`src/hdl/uart_rx_event_queue_core_defines.svh`:
```
// ----------------------------------------------------------------------------
// uart_rx_event_queue_core_defines.svh
// Assertion macros used by the urxq_back module of the UART receive event queue.
// ----------------------------------------------------------------------------
`ifndef UART_RX_EVENT_QUEUE_CORE_DEFINES_SVH
`define UART_RX_EVENT_QUEUE_CORE_DEFINES_SVH

`ifndef SYNTHESIS
`define URXQ_ASSERT(lbl, clk, rstn, prop, msg) \
    lbl: assert property (@(posedge clk) disable iff (!rstn) prop) else $error(msg);
`define URXQ_ASSERT_NEXT(lbl, clk, rstn, cond, prop, msg) \
    lbl: assert property (@(posedge clk) disable iff (!rstn) cond |=> prop) else $error(msg);
`else
`define URXQ_ASSERT(lbl, clk, rstn, prop, msg)
`define URXQ_ASSERT_NEXT(lbl, clk, rstn, cond, prop, msg)
`endif

`endif

```
`src/hdl/urxq_pkg.sv`:
```
// ----------------------------------------------------------------------------
// urxq_pkg
// Types and constants of the UART receive event queue.
// ----------------------------------------------------------------------------
package urxq_pkg;

    localparam int FIFO_DEPTH_DEFAULT = 64;
    localparam int QUEUE_DEPTH        = 2;
    localparam int EV_W               = 13;
    localparam int COUNT_W            = 7;
    localparam int S_TDATA_W          = 16;
    localparam int M_TDATA_W          = 24;
    localparam int DATA_WORD_W        = 9;

    typedef struct packed {
        logic       idle;
        logic       parity_err;
        logic       frame_err;
        logic       brk;
        logic       data_ok;
        logic [7:0] ch;
    } event_t;

    typedef struct packed {
        logic   is_pop;
        logic   push;
        logic   rxne_upd;
        logic   rxne_val;
        event_t ev;
    } item_t;

endpackage

```
`src/hdl/urxq_front.sv`:
```
// ----------------------------------------------------------------------------
// urxq_front
// Accepts input items and classifies status snapshots into events.
// ----------------------------------------------------------------------------
module urxq_front (
    input  logic                              s_tvalid,
    output logic                              s_tready,
    // rx_not_empty, framing_error, parity_error, idle_line, data_word[8:0], pad
    input  logic [urxq_pkg::S_TDATA_W-1:0]    s_tdata,
    // cmd
    input  logic                              s_tuser,
    output logic                              q_valid,
    input  logic                              q_ready,
    output urxq_pkg::item_t                   q_item
);

    logic                                 rxne;
    logic                                 fe;
    logic                                 pe;
    logic                                 idle;
    logic [urxq_pkg::DATA_WORD_W-1:0]     word;

    assign rxne     = s_tdata[0];
    assign fe       = s_tdata[1];
    assign pe       = s_tdata[2];
    assign idle     = s_tdata[3];
    assign word     = s_tdata[12:4];
    assign q_valid  = s_tvalid;
    assign s_tready = q_ready;

    always_comb begin
        q_item        = '0;
        q_item.is_pop = s_tuser;
        if (!s_tuser) begin
            if (rxne) begin
                q_item.push       = 1'b1;
                q_item.ev.ch      = word[7:0];
                q_item.ev.data_ok = 1'b1;
                if (fe) begin
                    if (word == '0) begin
                        q_item.ev.brk     = 1'b1;
                        q_item.ev.data_ok = 1'b0;
                        q_item.rxne_upd   = 1'b1;
                        q_item.rxne_val   = 1'b0;
                    end else begin
                        q_item.ev.frame_err = 1'b1;
                    end
                end
                if (pe) begin
                    q_item.ev.parity_err = 1'b1;
                    q_item.ev.frame_err  = 1'b1;
                    q_item.ev.data_ok    = 1'b0;
                end
            end
            if (idle) begin
                q_item.ev.idle  = 1'b1;
                q_item.push     = 1'b1;
                q_item.rxne_upd = 1'b1;
                q_item.rxne_val = 1'b1;
            end
        end
    end

endmodule

```
`src/hdl/urxq_queue.sv`:
```
// ----------------------------------------------------------------------------
// urxq_queue
// Two-entry register queue between the classifier and the event FIFO.
// ----------------------------------------------------------------------------
module urxq_queue (
    input  logic            aclk,
    input  logic            aresetn,
    input  logic            in_valid,
    output logic            in_ready,
    input  urxq_pkg::item_t in_item,
    output logic            out_valid,
    input  logic            out_ready,
    output urxq_pkg::item_t out_item
);

    localparam int IDX_W = $clog2(urxq_pkg::QUEUE_DEPTH);
    localparam int CNT_W = $clog2(urxq_pkg::QUEUE_DEPTH + 1);

    urxq_pkg::item_t    entry_reg [urxq_pkg::QUEUE_DEPTH];
    logic [IDX_W-1:0]   wr_idx_reg;
    logic [IDX_W-1:0]   wr_idx_next;
    logic [IDX_W-1:0]   rd_idx_reg;
    logic [IDX_W-1:0]   rd_idx_next;
    logic [CNT_W-1:0]   cnt_reg;
    logic [CNT_W-1:0]   cnt_next;
    logic               do_wr;
    logic               do_rd;

    assign in_ready  = (cnt_reg != CNT_W'(urxq_pkg::QUEUE_DEPTH));
    assign out_valid = (cnt_reg != '0);
    assign out_item  = entry_reg[rd_idx_reg];
    assign do_wr     = in_valid && in_ready;
    assign do_rd     = out_valid && out_ready;

    always_comb begin
        wr_idx_next = wr_idx_reg;
        rd_idx_next = rd_idx_reg;
        cnt_next    = cnt_reg;
        if (do_wr) begin
            wr_idx_next = (wr_idx_reg == IDX_W'(urxq_pkg::QUEUE_DEPTH - 1)) ? '0
                                                                           : wr_idx_reg + 1'b1;
        end
        if (do_rd) begin
            rd_idx_next = (rd_idx_reg == IDX_W'(urxq_pkg::QUEUE_DEPTH - 1)) ? '0
                                                                           : rd_idx_reg + 1'b1;
        end
        if (do_wr && !do_rd) begin
            cnt_next = cnt_reg + 1'b1;
        end else if (do_rd && !do_wr) begin
            cnt_next = cnt_reg - 1'b1;
        end
    end

    always_ff @(posedge aclk) begin
        if (!aresetn) begin
            wr_idx_reg <= '0;
            rd_idx_reg <= '0;
            cnt_reg    <= '0;
        end else begin
            wr_idx_reg <= wr_idx_next;
            rd_idx_reg <= rd_idx_next;
            cnt_reg    <= cnt_next;
        end
    end

    always_ff @(posedge aclk) begin
        if (do_wr) begin
            entry_reg[wr_idx_reg] <= in_item;
        end
    end

endmodule

```
`src/hdl/urxq_back.sv`:
```
// ----------------------------------------------------------------------------
// urxq_back
// Event ring FIFO with overwrite of the oldest entry, and the result register.
// ----------------------------------------------------------------------------
`include "uart_rx_event_queue_core_defines.svh"

module urxq_back #(
    parameter int FIFO_DEPTH = urxq_pkg::FIFO_DEPTH_DEFAULT
) (
    input  logic                           aclk,
    input  logic                           aresetn,
    input  logic                           q_valid,
    output logic                           q_ready,
    input  urxq_pkg::item_t                q_item,
    output logic                           m_tvalid,
    input  logic                           m_tready,
    // ev_char[7:0], ev_has_data, ev_break, ev_frame_err, ev_parity_err, ev_idle,
    // queued_count[6:0], rxne_irq_enabled, pad
    output logic [urxq_pkg::M_TDATA_W-1:0] m_tdata,
    // pop_valid
    output logic                           m_tuser
);

    localparam int PTR_W = $clog2(FIFO_DEPTH);
    localparam int CNT_W = $clog2(FIFO_DEPTH + 1);
    localparam int SUM_W = CNT_W + 1;

    urxq_pkg::event_t   mem [FIFO_DEPTH];
    urxq_pkg::event_t   rd_data_reg;
    logic [PTR_W-1:0]   wr_ptr_reg;
    logic [PTR_W-1:0]   wr_ptr_next;
    logic [PTR_W-1:0]   rd_ptr_reg;
    logic [PTR_W-1:0]   rd_ptr_next;
    logic [CNT_W-1:0]   cnt_reg;
    logic [CNT_W-1:0]   cnt_next;
    logic               rxne_reg;
    logic               rxne_next;
    logic               m_valid_reg;
    logic               pop_reg;
    logic               take;
    logic               full;
    logic               do_push;
    logic               do_pop;
    urxq_pkg::event_t   ev_out;

    assign q_ready = !m_valid_reg || m_tready;
    assign take    = q_valid && q_ready;
    assign full    = (cnt_reg == CNT_W'(FIFO_DEPTH));
    assign do_push = take && !q_item.is_pop && q_item.push;
    assign do_pop  = take && q_item.is_pop && (cnt_reg != '0);

    always_comb begin
        wr_ptr_next = wr_ptr_reg;
        rd_ptr_next = rd_ptr_reg;
        cnt_next    = cnt_reg;
        rxne_next   = rxne_reg;
        if (do_push) begin
            wr_ptr_next = (wr_ptr_reg == PTR_W'(FIFO_DEPTH - 1)) ? '0 : wr_ptr_reg + 1'b1;
            if (full) begin
                rd_ptr_next = (rd_ptr_reg == PTR_W'(FIFO_DEPTH - 1)) ? '0
                                                                      : rd_ptr_reg + 1'b1;
            end else begin
                cnt_next = cnt_reg + 1'b1;
            end
        end
        if (do_pop) begin
            rd_ptr_next = (rd_ptr_reg == PTR_W'(FIFO_DEPTH - 1)) ? '0 : rd_ptr_reg + 1'b1;
            cnt_next    = cnt_reg - 1'b1;
        end
        if (take && !q_item.is_pop && q_item.rxne_upd) begin
            rxne_next = q_item.rxne_val;
        end
    end

    always_ff @(posedge aclk) begin
        if (!aresetn) begin
            wr_ptr_reg  <= '0;
            rd_ptr_reg  <= '0;
            cnt_reg     <= '0;
            rxne_reg    <= 1'b1;
            m_valid_reg <= 1'b0;
            pop_reg     <= 1'b0;
        end else begin
            wr_ptr_reg <= wr_ptr_next;
            rd_ptr_reg <= rd_ptr_next;
            cnt_reg    <= cnt_next;
            rxne_reg   <= rxne_next;
            if (take) begin
                m_valid_reg <= 1'b1;
                pop_reg     <= do_pop;
            end else if (m_tready) begin
                m_valid_reg <= 1'b0;
            end
        end
    end

    always_ff @(posedge aclk) begin
        if (do_push) begin
            mem[wr_ptr_reg] <= q_item.ev;
        end
        if (do_pop) begin
            rd_data_reg <= mem[rd_ptr_reg];
        end
    end

    assign ev_out   = pop_reg ? rd_data_reg : '0;
    assign m_tvalid = m_valid_reg;
    assign m_tuser  = pop_reg;
    assign m_tdata  = {3'b000, rxne_reg, urxq_pkg::COUNT_W'(cnt_reg), ev_out};

    `URXQ_ASSERT(a_count_bound, aclk, aresetn, cnt_reg <= CNT_W'(FIFO_DEPTH), "count overflow")
    `URXQ_ASSERT(a_ptr_match, aclk, aresetn, (SUM_W'(rd_ptr_reg) + SUM_W'(cnt_reg) == SUM_W'(wr_ptr_reg)) || (SUM_W'(rd_ptr_reg) + SUM_W'(cnt_reg) == SUM_W'(wr_ptr_reg) + SUM_W'(FIFO_DEPTH)), "pointers and count disagree")
    `URXQ_ASSERT_NEXT(a_empty_pop, aclk, aresetn, take && q_item.is_pop && (cnt_reg == '0), !pop_reg && (cnt_reg == '0), "pop on empty FIFO returned an event")
    `URXQ_ASSERT_NEXT(a_full_push, aclk, aresetn, do_push && full, cnt_reg == CNT_W'(FIFO_DEPTH), "push on full FIFO changed the count")

endmodule

```
`src/hdl/uart_rx_event_queue_core.sv`:
```
// ----------------------------------------------------------------------------
// uart_rx_event_queue_core
// UART receive status event queue: classifies status snapshots into events
// held in a ring FIFO and returns the oldest event on a pop request.
// ----------------------------------------------------------------------------
// Usage: the s_ channel carries one item per handshake. s_tuser low means a
// receiver status snapshot in s_tdata; s_tuser high requests a pop and the
// status bits are ignored. Every item produces exactly one item on the m_
// channel with the popped event (all zero unless m_tuser is high), the FIFO
// fill level after the item and the receive interrupt enable.
// m_tvalid rises once an accepted item has passed the two-entry queue and
// has been taken into the result register. While m_tready stays high the
// block sustains one item per cycle: a two-entry queue feeds the FIFO stage,
// which reads its event memory with one registered read per item.
// A push into a full FIFO drops the oldest event; a pop on an empty FIFO
// returns m_tuser low. When m_tready is low the result is held, the queue
// fills and s_tready drops after two more items.
// After reset the FIFO is empty and the interrupt enable is set; the event
// memory holds no defined contents, and no clearing pass is needed.
// ----------------------------------------------------------------------------
module uart_rx_event_queue_core #(
    parameter int FIFO_DEPTH = urxq_pkg::FIFO_DEPTH_DEFAULT
) (
    input  logic                           aclk,
    input  logic                           aresetn,
    input  logic                           s_tvalid,
    output logic                           s_tready,
    // rx_not_empty, framing_error, parity_error, idle_line, data_word[8:0], pad
    input  logic [urxq_pkg::S_TDATA_W-1:0] s_tdata,
    // cmd
    input  logic                           s_tuser,
    output logic                           m_tvalid,
    input  logic                           m_tready,
    // ev_char[7:0], ev_has_data, ev_break, ev_frame_err, ev_parity_err, ev_idle,
    // queued_count[6:0], rxne_irq_enabled, pad
    output logic [urxq_pkg::M_TDATA_W-1:0] m_tdata,
    // pop_valid
    output logic                           m_tuser
);

    logic            f_valid;
    logic            f_ready;
    urxq_pkg::item_t f_item;
    logic            b_valid;
    logic            b_ready;
    urxq_pkg::item_t b_item;

    urxq_front u_front (
        .s_tvalid (s_tvalid),
        .s_tready (s_tready),
        .s_tdata  (s_tdata),
        .s_tuser  (s_tuser),
        .q_valid  (f_valid),
        .q_ready  (f_ready),
        .q_item   (f_item)
    );

    urxq_queue u_queue (
        .aclk      (aclk),
        .aresetn   (aresetn),
        .in_valid  (f_valid),
        .in_ready  (f_ready),
        .in_item   (f_item),
        .out_valid (b_valid),
        .out_ready (b_ready),
        .out_item  (b_item)
    );

    urxq_back #(
        .FIFO_DEPTH (FIFO_DEPTH)
    ) u_back (
        .aclk     (aclk),
        .aresetn  (aresetn),
        .q_valid  (b_valid),
        .q_ready  (b_ready),
        .q_item   (b_item),
        .m_tvalid (m_tvalid),
        .m_tready (m_tready),
        .m_tdata  (m_tdata),
        .m_tuser  (m_tuser)
    );

endmodule

```
`config.mk`:
```
export PLATFORM = sky130hd
export DESIGN_NAME = uart_rx_event_queue_core
export DESIGN_NICKNAME = d
export VERILOG_FILES = /design/src/hdl/urxq_pkg.sv /design/src/hdl/urxq_front.sv /design/src/hdl/urxq_queue.sv /design/src/hdl/urxq_back.sv /design/src/hdl/uart_rx_event_queue_core.sv
export VERILOG_INCLUDE_DIRS = /design/src /design/src/hdl
export SDC_FILE = /design/constraint.sdc
export NUM_CORES = 1
export LEC_CHECK = 0
export ABC_AREA = 1
export BUFFER_PORTS_ARGS = -buffer_cell sky130_fd_sc_hd__clkbuf_2
export CAP_MARGIN = 20
export CORE_MARGIN = 2
export CORE_UTILIZATION = 55
export DETAILED_ROUTE_END_ITERATION = 7
export PLACE_DENSITY = 0.81
export RECOVER_POWER = 100
export SLEW_MARGIN = 20
export SYNTH_ARGS = -nofsm -noshare
export SYNTH_HDL_FRONTEND = slang
export SYNTH_HIERARCHICAL = 1
export SYNTH_SLANG_ARGS = --single-unit
```
`constraint.sdc`:
```
create_clock -name aclk -period 3 [get_ports aclk]
set_input_delay 0.3 -clock aclk [delete_from_list [all_inputs] [get_ports aclk]]
set_output_delay 0.3 -clock aclk [all_outputs]
set_load 0.03 [all_outputs]
```
# Word level (Yosys, flattened, before mapping)
# Memory sizes are Yosys's and may differ from the RTL's. A register that Yosys moved wholly into a read port is not among the register bits.
# Index checks and enable logic that the tools add are counted.
# Widths: inputs -> output; s select.
[classes]
n_addsub = 8
n_eq_ne = 5
reduce_logical = 23
mux = 32
[ops]
columns = ["cell", "count"]
rows = [
  ["$mux 6", 5],
  ["$mux 7", 3],
  ["$mux 16", 1],
  ["$mux 13", 1],
  ["$add 6x1->6 const B", 2],
  ["$eq 6x6->1 const B", 2],
  ["$mux 1", 12],
  ["$mux 12", 1],
  ["$mux 2", 6],
  ["$reduce_bool 2->1", 5],
  ["$logic_and 1x1->1", 9],
  ["$logic_not 9->1", 1],
  ["$add 7x1->7 const B", 1],
  ["$eq 7x7->1 const B", 1],
  ["$reduce_bool 7->1", 1],
  ["$sub 7x1->7 const B", 1],
  ["$mux 3", 2],
  ["$logic_not 1->1", 4],
  ["$mux 4", 1],
  ["$ne 2x2->1 const B", 2],
  ["$reduce_and 2->1", 2],
  ["$add 1x1->1 const B", 2],
  ["$add 2x1->2 const B", 1],
  ["$sub 2x1->2 const B", 1],
  ["$logic_or 1x1->1", 1],
]
[totals]
ramBits = 866
register_bits = 26
memories = 2
inputBits = 21
word_cells = 79
[memory_table]
columns = ["memory", "words", "word_bits", "rd", "rd_ports_with_merged_regs", "wr", "line", "rtl"]
rows = [
  ["u_back.mem", 64, 13, 1, 1, 1, "urxq_back.sv:28", "urxq_pkg::event_t mem [FIFO_DEPTH];"],
  ["u_queue.entry_reg", 2, 17, 1, 1, 1, "urxq_queue.sv:19", "urxq_pkg::item_t entry_reg [urxq_pkg::QUEUE_DEPTH];"],
]

# Logic depth before layout (Yosys ltp)
# Gate-level depths: netlist of the first run.
[logic_depth]
ltp_word = 7
mapped_depth = 16
mapped_depth_nobuf = 16

# By module
# The synthesis of the first run kept the hierarchy.
[modules_own_cells]
columns = ["mod", "instances", "area_each_um2", "seq_area_each_um2", "cells_per_inst"]
rows = [
  ["urxq_back", 1, 37210.7, 25814.8, 3558],
  ["urxq_queue", 1, 1521.5, 1121.1, 90],
  ["urxq_front", 1, 259.0, 0.0, 51],
]

# Worst setup path after synthesis of the first run
# OpenSTA, ideal clock, no wires.
[synth_timing]
path_kind = "register to register"
from = "register (tool-made name)"
to = "memory u_back/mem[23][0] (netlist bit), enable pin"
stages_incl_launch_ff = 10
required_time_ns = 2.600
arrival_time_ns = 2.380
setup_ns = 0.400
setup_slack_ns = 0.220
cell_sequence = "dfxtp_1 > buf_6 > mux2_2 > inv_1 > nand3_2 > nor2_4 > inv_2 > nor2_1 > nand2_1 > nor3_1"
[synth_rtl]
columns = ["element", "line"]
rows = [
  ["to (decl)", "urxq_back.sv:28"],
]

==> metrics.txt, run 1 <==
dpl hpwl=between 50000 and 60000 um; area delta synth->final=10.1%; placed insts=roughly 4600; biggest cell delay along the critical path=about 0.38 ns; global route total overflow=0; Worst Hold End=u_queue/entry_reg[1][4]$_DFFE_PP_; fill count=around 5300; hold path cells=3; most frequent cells in the layout=nand2_1, edfxtp_1, inv_1; Worst path slowest cell=clkbuf_2; Syn Inst Count=3699; vias in the first global route=25600; I/O pin cnt=48; Hold Fails Final Rpt=0; Die H=roughly 270 um; H-tree Lvls=3; mapped cell area=around 39000 um^2; initial antenna violation count=0; Crit path required time=between 3 and 4 ns; initial DRC count=between 3000 and 4000; Nets=around 3800; Worst R2R Setup Slack=around 0.12 ns; clock latency on the worst-skew pair=roughly 0.65 ns; setup TNS=0 ns; first-pass GRT wire length=approximately 140000 um; crit path time final=roughly 2.9 ns; synth warn=6; largest net degree at the start of global routing=124; failing checks=max-capacitance violations, max-slew violations; worst relative slew slack=-9.36%; placed instance area=a little over 40000 um^2; clock sinks=906; number of vias per cell=~5.5; Layout Cells excl Fill=4780; Post-synth EDFFs=~880; post-synth top area cell=edfxtp_1; Seq/Total Area, Yosys=slightly below 70%; Synth cell types=38; detailed-route wire length per cell=19.3 um; postcts setup bufs=0; Most common cell on crit path=clkbuf_1; R2R depth=9; n_diodes=0; Worst IR Drop VDD=0.000801 V; worst flop-to-flop path endpoint=u_back/mem[28][11]$_DFFE_PP_; endpoints failing setup=0; Worst Path Max Fanout=13; status=complete, but fails checks; largest cells by area after synthesis=edfxtp_1, nand2_1, nand3_1, inv_1, nor2_1; die area=between 70000 and 80000 um^2; unrepaired setup endpoints after global routing=no; Power Dens Cells=about 840 nW/um^2; Design Area, Final=42900 um^2; core box area=roughly 70000 um^2; post-synthesis async set-or-reset flop share=0%; Clock Skew=roughly 0.018 ns; CP bufs+invs=4; commonest non-fill, non-tap cell in the layout=nand2_1; CP Cell Sequence=mux2_2 > inv_1 > nand3_2 > nor2_4 > clkbuf_1 > nand4_1 > clkbuf_1 > nor2_1 > clkbuf_2; CTS tree=done; final slew viol count=390; Starting Density=approximately 56%; syn avg cell area=approximately 11 um^2; crit start category=register; Largest register FFs=between 800 and 900; drt first pass iters=8; Synth top area share=between 60% and 70%; Max Cap Viol=6; CP Depth=9; CP delay by family, top=buffers and inverters; hold_sp=s_tdata[8]; GP Congestion=slightly below 0.9; final wirelength=between 90000 and 100000 um; DRC errors left=0; TritonCTS Buffers=88; HP Class=in2reg; Yosys reg bits=a little over 900; Rows=a little under 100; clock buffer depth=3; GRT Util Overall=approximately 25%; die width=270 um; CTS Root Cell=clkbuf_16; period utilization=a little over nine tenths; leak pwr=between 15 and 20 nW; Arrival @ worst endpoint=approximately 3.2 ns; vias=26300; Worst Max-Slew Pin Slew=roughly 1.6 ns; IO buf count=41; layout cells sized above 1=approximately 7.3%; critical path type=reg2reg; Worst setup EP type=register; Reg clk slew, reported paths=roughly 0.060 ns; post-detailed-route count of antenna-violating nets=0; # resized after CTS=0; Peak Freq=approximately 350 MHz; Synth Flop Type=edfxtp_1; Power, Total=~0.036 W
-- worst register-to-register path, delay by kind of cell, from the launching register on --
kind                   cells  cell delay (ns)
buffers and inverters      4             1.14
AND/OR/NAND/NOR            4             0.69
multiplexers               1             0.35
flip-flops                 1             0.34
-- metal layers --
metal / track usage, % / part of all wire [%] / routed length [um]
met4: 11.0 / 3.8 / 3510
met5: 0 / 0 / 0
met2: 40.2 / 47 / 43800
met3: 4.45 / 11 / 9930
met1: 33.8 / 38 / 35000
-- logic make-up after synthesis --
group | count (synthesis) | synth area share (%)
AO/OA/AOI/OAI | 179 | 2.33
AND/OR/NAND/NOR | 1934 | 20.3
buffers and inverters | 646 | 7.27
adder cells (fa/ha/maj) | 9 | 0.308
multiplexers | 17 | 0.587
other | 1 | 0.00962
flip-flops | 906 | 69.1
XOR/XNOR | 7 | 0.157
-- stage by stage --
stage	utilization, %	setup WS (ns)	hold slack, ns
2_1_floorplan	-	0.220	0.421
3_5_place_dp	57.6	0.275	0.477
3_3_place_gp	57.6	0.329	0.466
6_report	61.2	0.123	0.0214
4_1_cts	61.7	0.269	0.00189
5_1_grt	61.2	0.0283	0.0290
-- Yosys cell counts (7+ instances only) --
master / n
or2_2: 11
dfxtp_1: 27
nand3_1: 419
nor2_1: 352
mux2_2: 7
buf_4: 17
buf_1: 14
a21oi_1: 44
nand2_1: 1128
mux2_4: 10
o21ai_0: 125
ha_1: 8
edfxtp_1: 879
nand4_1: 7
clkbuf_1: 55
inv_1: 452
buf_6: 33
buf_2: 64
-- power breakdown --
group / leakage (nW) / switching [W] / total [W] / internal, W
clock: 1.37 / 0.00464 / 0.0109 / 0.00624
sequential: 8.17 / 0.000363 / 0.0158 / 0.0154
combinational: 7.80 / 0.00708 / 0.00957 / 0.00249
-- cell type report --
cell class	instances	area (um^2)	share of cell area [%]
Sequential cell	906	26900	62.8
Multi-Input combinational cell	2149	9180	21.4
Clock buffer	113	2350	5.47
Inverter	460	1740	4.05
Tap cell	940	1180	2.74
Timing Repair Buffer	162	1060	2.46
Clock inverter	50	484	1.13
-- how the worst max path moves through the flow --
stage                                           start                               to  slack [ns]
global route        u_back/rd_ptr_reg[1]$_SDFFE_PN0P_  u_back/rd_data_reg[7]$_DFFE_PP_        0.03
CTS                                          register      u_back/mem[27][2]$_DFFE_PP_        0.27
detailed placement                           register      u_back/mem[19][9]$_DFFE_PP_        0.27
floorplan                                    register      u_back/mem[23][0]$_DFFE_PP_        0.22
finish                                       register     u_back/mem[28][11]$_DFFE_PP_        0.12
global placement                             register      u_back/mem[19][3]$_DFFE_PP_        0.33
-- what timing repair did --
item,in CTS,in global routing
endpoints found under the setup margin,0,0
endpoints found under the hold margin,6,0
hold buffers,3,0
Note: power is estimated with default switching activity, not from simulation.
==> inputs of run 2 (changes only) <==
ABC_AREA = default   (was 1)
==> run 2 against run 1 <==
Against the previous run: the run now ends clean; power fell by 15%; via count fell by 33%; cell count fell by 43%; synthesized cell count fell by 55%; first-iteration DRC count fell by 34%; worst hold slack got worse by 0.0013 ns; sequential share of layout area rose by 4.8 points; largest power group unchanged; highest routed layer unchanged.
==> metrics.txt, run 2 <==
status=finished clean; met3 usage=3.99% (-0.46 points); Starting Density=55.8% (+0.23 points); n_diodes=0 (unchanged); Synth cell types=62 (+63%); I/O pin cnt=48 (unchanged); CTS Root Cell=clkbuf_16; DRC errors left=0 (unchanged); Syn Inst Count=1665 (-55%); biggest cell delay along the critical path=0.41 ns (+0.03 ns); IO buf count=41 (unchanged); clock latency on the worst-skew pair=0.63 ns (-0.02 ns); Largest register FFs=832 (unchanged); synth cell count leaders=edfxtp_1, mux4_2, nor2_1; Clock Skew=0.0251 ns (+0.00682 ns); Synth Flop Type=edfxtp_1; commonest non-fill, non-tap cell in the layout=edfxtp_1; unrepaired setup endpoints after global routing=no; post-detailed-route count of antenna-violating nets=0 (unchanged); CP delay by family, top=simple AND/OR/NAND/NOR gates; GP Congestion=0.831 (-6.9%); Nets=1844 (-51%); CP Depth=8 (-1); Post-synth EDFFs=879 (unchanged); die width=257 um (-4.8%); Synth top area share=74.8% (+7.1 points); dpl hpwl=44700 um (-15%); mapped cell area=35300 um^2 (-9.5%); Worst IR Drop VDD=0.000670 V (-16%); leak pwr=12.5 nW (-28%); post-synthesis xor/xnor area fraction=0.422% (+0.26 points); layer with the highest usage=met2; layout cells sized above 1=26.9% (+20 points); Adder-Cell Fraction of Synth Area=0.341% (+0.032 points); Power, Total=0.0307 W (-15%); Crit path required time=3.28 ns (about the same); H-tree Lvls=3 (unchanged); core box area=63200 um^2 (-9.9%); TritonCTS Buffers=86 (-2.3%); Worst R2R Setup Slack=0.13 ns (about the same); Max Cap Viol=0 (-6); vias=17700 (-33%); final wirelength=79100 um (-14%); Reg clk slew, reported paths=0.06 ns (about the same); area delta synth->final=13.1%; crit start category=register; crit path time final=2.87 ns (-0.00758 ns); synth warn=6 (unchanged); first-pass GRT wire length=118000 um (-16%); Worst setup EP type=register; worst flop-to-flop path endpoint=u_back/mem[40][6]$_DFFE_PP_; most numerous cell in the Yosys netlist=edfxtp_1; Worst path slowest cell=mux2_1; postcts setup bufs=0 (unchanged); largest net degree at the start of global routing=65 (-48%); syn avg cell area=21.2 um^2 (+100%); critical path capture point=u_back/mem[40][6]$_DFFE_PP_; R2R depth=8 (-1); mux cell area share after synthesis=13.9% (+13 points); setup TNS=0 ns (unchanged); Synth Area in Simple Gates=2.60% (-18 points); initial antenna violation count=0 (unchanged); Seq/Total Area, Yosys=76.4% (+7.3 points); GRT Util Overall=24.2% (-0.85 points); detailed-route wire length per cell=29.0 um (+50%); final slew viol count=0 (-100%); most frequent cells in the layout=edfxtp_1, mux4_2, clkbuf_16; CTS tree=done; main combinational cell family by area after synthesis=multiplexers; post-synthesis async set-or-reset flop share=0% (unchanged); met1 usage=33.7% (-0.062 points); CP Cell Sequence=mux2_1 > nor3b_1 > buf_4 > and2b_1 > clkbuf_2 > nand2_1 > nor2_1 > buf_2; drt first pass iters=5 (-3); largest cells by area after synthesis=edfxtp_1, mux4_2, mux2i_1, dfxtp_1, a221oi_2; met2 usage=39.3% (-0.89 points); clock sinks=906 (unchanged); clock buffer depth=3 (unchanged); Rows=92 (-5.2%); worst relative slew slack=11.5% (+21 points); hold_sp=s_tdata[8]; period utilization=95.7% (-0.25 points); CP bufs+invs=3 (-1); number of vias per cell=6.49 (+18%); Power Dens Cells=771 nW/um^2 (-8.6%); critical path type=reg2reg; Hold Fails Final Rpt=0 (unchanged); post-synth top area cell=edfxtp_1; Arrival @ worst endpoint=3.15 ns (-0.02 ns); global route total overflow=0 (unchanged); complex-gate fraction of the synthesized area=4.72% (+2.4 points); Worst Max-Slew Pin Slew=1.33 ns (-0.313 ns); Die H=257 um (-4.8%); die area=66200 um^2 (-9.4%); vias in the first global route=17800 (-30%); Yosys reg bits=906 (unchanged); initial DRC count=2221 (-34%); Peak Freq=348 MHz (+0.26%); HP Class=in2reg; endpoints failing setup=0 (unchanged); Worst Path Max Fanout=13 (unchanged)
-- run 2: cell types whose count changed in the layout (fill, tap and decap cells not counted), moves of 39 or more --
cell and change:
inv_1 -445, a21oi_1 -40, nand3_1 -410, mux2i_1 +59, mux4_2 +182, a22o_1 +39, nor2_1 -284, nand2_1 -1108
o21ai_0 -119
-- run 2: per-stage QoR --
stage	instances	setup slack, ns	area [um^2]	hold WS (ns)	util (%)
4_1_cts	2731	0.0656	40000	0.00566	63.4
3_5_place_dp	2563	0.143	37000	0.477	58.5
5_1_grt	2732	0.0525	39900	0.0340	63.1
6_report	2732	0.130	39900	0.0200	63.1
3_3_place_gp	2560	0.140	36900	0.486	58.5
2_1_floorplan	1667	0.304	35300	0.422	-
-- run 2: repair_timing --
| action | 4_1_cts | 5_1_grt |
|---|---|---|
| hold buffers | 8 | 0 |
| resized for setup | 0 | 0 |
| endpoints found under the hold margin | 14 | 0 |
-- run 2: power by group --
part	total, W	switching (W)	internal [W]
Sequential	0.0154	0.000119	0.0153
Combinational	0.00397	0.00268	0.00129
Clock	0.0114	0.00456	0.00681
-- run 2: how the worst min path moves through the flow --
| stage | cells past startpoint | slack (ns) | endpoint |
|---|---|---|---|
| CTS | 2 | 0.006 | u_queue/entry_reg[1][4]$_DFFE_PP_ |
| floorplan | 1 | 0.42 | register |
| finish | 2 | 0.02 | u_queue/entry_reg[1][4]$_DFFE_PP_ |
| global placement | 2 | 0.49 | u_back/rxne_reg$_SDFFE_PN1P_ |
| detailed placement | 2 | 0.48 | u_back/rxne_reg$_SDFFE_PN1P_ |
| global route | 2 | 0.03 | u_queue/entry_reg[1][4]$_DFFE_PP_ |
-- run 2: kinds of logic after synthesis --
kind of cell | count (synthesis)
AO/OA/AOI/OAI | 184
XOR/XNOR | 17
adder cells (fa/ha/maj) | 9
buffers and inverters | 107
flip-flops | 906
multiplexers | 259
other | 1
AND/OR/NAND/NOR | 182
-- run 2: final cells by class --
class	count	area (um^2)
sequential	906	26900
fill	3979	23300
multi-input combinational	654	7760
clock buffer	104	2320
timing repair buffer	157	1090
tap	846	1060
clock inverter	56	664
inverter	9	33.8
-- run 2: metal layers --
layer | vias up | wire length [um]
met3 | 167 | 7960
met5 | - | 0
met2 | 1180 | 39100
li1 | 7255 | -
met1 | 9132 | 29400
met4 | 0 | 2660
